### src/hdl/ad_pkg.sv
// Package with shared types and constants of the AdaDelta update block.
`default_nettype none
package ad_pkg;
   localparam int unsigned NumParamsDefault = 1024;
   localparam int unsigned IdxW = 10;
   localparam logic [15:0] DecayReset = 16'd58982;
   localparam logic [31:0] EpsReset   = 32'd17;
   localparam logic [31:0] RateReset  = 32'd16777216;

   typedef enum logic [1:0] {
      CSR_DECAY = 2'd0,
      CSR_EPS   = 2'd1,
      CSR_RATE  = 2'd2
   } csr_idx_type;

   typedef enum logic [4:0] {
      ST_CLEAR, ST_IDLE, ST_RD, ST_RDW, ST_G2, ST_EG, ST_EGW, ST_SQA, ST_SQB,
      ST_P, ST_NUM, ST_DIV, ST_SAT, ST_D2, ST_EDX, ST_OUT
   } state_type;

   typedef struct packed {
      logic        start;
      logic [63:0] a;
      logic [63:0] b;
   } mul_req_type;
endpackage
`default_nettype wire

### src/hdl/ad_mul.sv
// Bit-serial shift-and-add multiplier, 64 by 64 to 128 bits.
`default_nettype none
module ad_mul
   import ad_pkg::*;
(
   input  wire logic        clock,
   input  wire logic        reset,
   input  wire mul_req_type req,
   output logic             busy,
   output logic [127:0]     prod
);
   logic [127:0] acc_ff, acc_in;
   logic [127:0] mc_ff, mc_in;
   logic [63:0]  mp_ff, mp_in;
   logic [6:0]   cnt_ff, cnt_in;
   always_comb begin
      acc_in = acc_ff; mc_in = mc_ff; mp_in = mp_ff; cnt_in = cnt_ff;
      if (req.start) begin
         acc_in = '0; mc_in = {64'd0, req.a}; mp_in = req.b; cnt_in = 7'd64;
      end else if (cnt_ff != 7'd0) begin
         if (mp_ff[0]) acc_in = acc_ff + mc_ff;
         mc_in = mc_ff << 1;
         mp_in = mp_ff >> 1;
         cnt_in = cnt_ff - 7'd1;
         if (mp_ff[63:1] == 63'd0) cnt_in = 7'd0;
      end
   end
   always_ff @(posedge clock) begin
      if (reset) cnt_ff <= '0;
      else cnt_ff <= cnt_in;
      acc_ff <= acc_in; mc_ff <= mc_in; mp_ff <= mp_in;
   end
   assign busy = (cnt_ff != 7'd0);
   assign prod = acc_ff;
endmodule
`default_nettype wire

### config.mk
export PLATFORM = sky130hd
export DESIGN_NAME = ad_mul
export DESIGN_NICKNAME = d
export VERILOG_FILES = /design/src/hdl/ad_pkg.sv /design/src/hdl/ad_mul.sv
export SDC_FILE = /design/constraint.sdc
export NUM_CORES = 1
export LEC_CHECK = 0
export ABC_AREA = 0
export BUFFER_PORTS_ARGS = -buffer_cell sky130_fd_sc_hd__buf_2
export CORE_MARGIN = 1.5
export CORE_UTILIZATION = 40
export DETAILED_ROUTE_END_ITERATION = 16
export PLACE_DENSITY_LB_ADDON = 0.1
export SLEW_MARGIN = 20
export SYNTH_ARGS = -nofsm -noshare
export SYNTH_HDL_FRONTEND = slang
export SYNTH_SLANG_ARGS = --single-unit
### constraint.sdc
create_clock -name clock -period 5.85 [get_ports clock]
set_input_delay 0.8775 -clock clock [delete_from_list [all_inputs] [get_ports clock]]
set_output_delay 0.8775 -clock clock [all_outputs]
set_load 0.01 [all_outputs]
==> flow_summary_export.csv <==
group,metric,value,unit
clock_network,clockBufferDepth,3,
power_and_ir_drop,combPwrFrac,44.5,%
synthesis,synth.distinct_cells,82,
grt,grt-ovfl-total,0,
cells_and_area,layout.nets,2793,
run_status,status,"completed",
critical_path,cp_max_fo,6,
synthesis,ys_warn_count,0,
synthesis,syn_inst,2358,
power_and_ir_drop,vdd_drop_max,0.264,mV
critical_path,crit_family,"compound AO/OA/AOI/OAI gates",
die,die_h,228,um
sta,finalCritPeriodShare,71.3,%
cells_and_area,multi_input_area,11800,um2
sta,maxSlewViolCount,0,
sta,skew,14.2,ps
clock_network,clk_pin_slew_worst_paths,60,ps
placed_design,dp_hpwl,47400,um
synthesis,avgSynthCellArea,8.60,um2
sta,final_hold_viol_count,0,
detailed_routing,wl_per_cell,19.5,um
power_and_ir_drop,seq_power_share,31.6,%
die,row_count,82,
placed_design,place_congestion,0.884,
sta,period_needed,4170,ps
die,coreArea,50100,um2
critical_path,required,6320,ps
clock_network,cts_hold_buf,0,
sta,tns,0,ps
power_and_ir_drop,p_leak,9.40,nW
power_and_ir_drop,pwr-share-clk,23.9,%
synthesis,synth-main-ff-cell,"dfxtp_1",
sta,whs,465,ps
clock_network,cts.sinks,327,
min_path,hold_class,"reg2reg",
power_and_ir_drop,power_density,463,nW/um2
placed_design,placed_area,22000,um2
grt,grt_pass1_wl,98600,um
clock_network,cts_made_buffers,41,
synthesis,synth-seq-area-share,38.6,%
critical_path,crit_buf_inv,0,
synthesis,yosysTopAreaCell,"dfxtp_1",
critical_path,cpMaxStageDelayCell,"o31ai_1",
power_and_ir_drop,p_int,0.00627,W
detailed_routing,drtIter0Drc,1018,
die,dieArea,52100,um2
synthesis,yosys.area.top_type_share,19.6,%
sta,relSlewSlack,33.3,%
sta,rsz0062_at_grt,"no",
synthesis,synth.area.top_cells,"dfxtp_1 20%, edfxtp_1 19%, a21oi_1 8.0%",
detailed_routing,ant_nets,0,
sta,worst_slew_pin_slew,1000,ps
detailed_routing,first_pass_iters,5,
clock_network,htreeDepth,2,
cells_and_area,drive_gt1_share,19.5,%
synthesis,syn_area,20300,um2
synthesis,async_flop_share,0,%
power_and_ir_drop,switching_share,42.2,%
clock_network,cts_resized,0,
critical_path,cp.arrival,4630,ps
synthesis,synth.most_common_cell,"nand2_1",
clock_network,root_buffer,"clkbuf_16",
cells_and_area,area_growth,15.4,%
critical_path,crit_path_cell_trace,"ha_1, nand2_1, o21ai_0, o41ai_2, o31ai_1, a31o_2, a211oi_4, o31ai_4, a21oi_4, and4_1, a21oi_1, mux2_1",
placed_design,port_buffers,259,
die,die_width,228,um
grt,antenna_found_initial,5,
grt,grt_max_degree,170,
sta,finalSetupViolCount,0,
critical_path,r2r_slack,1680,ps
detailed_routing,wl,63200,um
placed_design,post-place-ws,1650,ps
synthesis,ys_ff_latch,327,
critical_path,critPathMaxStageDelay,660,ps
synthesis,synth_fp_nets,2618,
critical_path,setup.worst_path.class,"reg2reg",
detailed_routing,drc,0,
sta,fmax,0.240,GHz
clock_network,clk_latency,590,ps
detailed_routing,vias,17900,
clock_network,postCtsSetupRepairBufs,0,
flow_run,drv_cap,0,
grt,track_usage,23.7,%
clock_network,cts_tree,"built",
sta,setup_ws,1680,ps
critical_path,start_kind,"register",
synthesis,yosys-top-cells-count,"426 x nand2_1, 323 x a21oi_1, 199 x dfxtp_1",
cells_and_area,fin_area,23400,um2
die,initial_core_util,40.5,%
grt,grt_pass1_vias,17700,
synthesis,synth_edf_count,128,
critical_path,crit_path_end_kind,"register",
detailed_routing,via_per_inst,5.52,
die,io_pins,260,
cells_and_area,nFillCells,5052,
cells_and_area,regArea,7830,um2
power_and_ir_drop,p_switching,0.00457,W
==> registers in the layout, indices dropped and copies added, names as in the netlist <==
register  flops
cnt_ff        7
mc_ff       128
prod        128
mp_ff        64
==> layer usage <==
layer	up-vias	track usage (%)	share of wire (%)
li1	8883	-	-
met1	8570	31.1	46
met2	342	38.3	46
met3	98	4.93	5.2
met4	0	8.65	3.0
met5	-	0	0
==> worst min-delay path, cell delays in order, from the launching register on <==
cell and delay [ps]:
dfxtp_1 320, nand2_1 50, o21ai_1 50
==> per-stage QoR <==
step                      power [W]  cells  util (%)
after global routing         0.0116   3241      46.7
after CTS                    0.0109   3235      46.7
final                        0.0108   3241      46.7
after detailed placement    0.00824   3161      43.9
after global placement      0.00822   3161      43.9
after floorplan             0.00678   2358         -
==> final timing paths <==
check / start / end / depth (start not counted)
setup / recovery: mc_ff[8]$_DFFE_PP_ / prod[127]$_SDFFE_PP0P_ / 12
hold / removal: prod[90]$_SDFFE_PP0P_ / prod[90]$_SDFFE_PP0P_ / 2
setup reg to reg: mc_ff[8]$_DFFE_PP_ / prod[127]$_SDFFE_PP0P_ / 12
hold reg to reg: prod[90]$_SDFFE_PP0P_ / prod[90]$_SDFFE_PP0P_ / 2
==> cell usage in the layout (no fill, tap or decap), types with 13 or more instances in the layout <==
cell type  Yosys  routed
a211oi_1      16      16
a21o_1        44      44
a21oi_1      323     323
buf_2         25     258
clkbuf_16      0      41
dfxtp_1      199     199
edfxtp_1     128     128
ha_1         128     128
inv_1         33      32
mux2_2       126     126
nand2_1      426     425
nand2b_1      13      13
nand3_1       21      21
nand4_1       67      67
nor2_1       146     144
nor3_1        28      28
nor4_1        22      22
o21a_1        15      15
o21ai_0      147     147
o21ai_1       17      17
o21bai_1      23      23
or3_1         22      21
xnor2_1       80      80
xor2_1        38      38
==> power groups by stage <==
stage	Sequential, W	Clock, W	Combinational (W)
final	0.00343	0.00259	0.00482
after global routing	0.00350	0.00274	0.00536
after global placement	0.00345	0	0.00477
after CTS	0.00343	0.00266	0.00481
after detailed placement	0.00348	0	0.00477
after floorplan	0.00347	0	0.00331
==> kinds of logic (layout without fill, tap and decap cells) <==
logic type / Yosys count / count (layout) / synth area share [%]
AO/OA/AOI/OAI: 690 / 690 / 20.5
buffers and inverters: 171 / 377 / 3.33
multiplexers: 130 / 130 / 7.20
AND/OR/NAND/NOR: 793 / 793 / 17.3
other: 0 / 5 / 0
XOR/XNOR: 118 / 118 / 5.10
adder cells (fa/ha/maj): 129 / 129 / 8.00
flip-flops: 327 / 327 / 38.6
==> layout make-up <==
class                   count  area share [%]
diodes                      5          0.0535
clock buffers              53            4.75
clock inverters            21            1.12
inverters                  33           0.529
multi-input cells        1860            50.5
flip-flops and latches    327            33.5
well taps                 672            3.59
repair buffers            270            6.04
No activity file was read; power rests on OpenSTA's default activity.
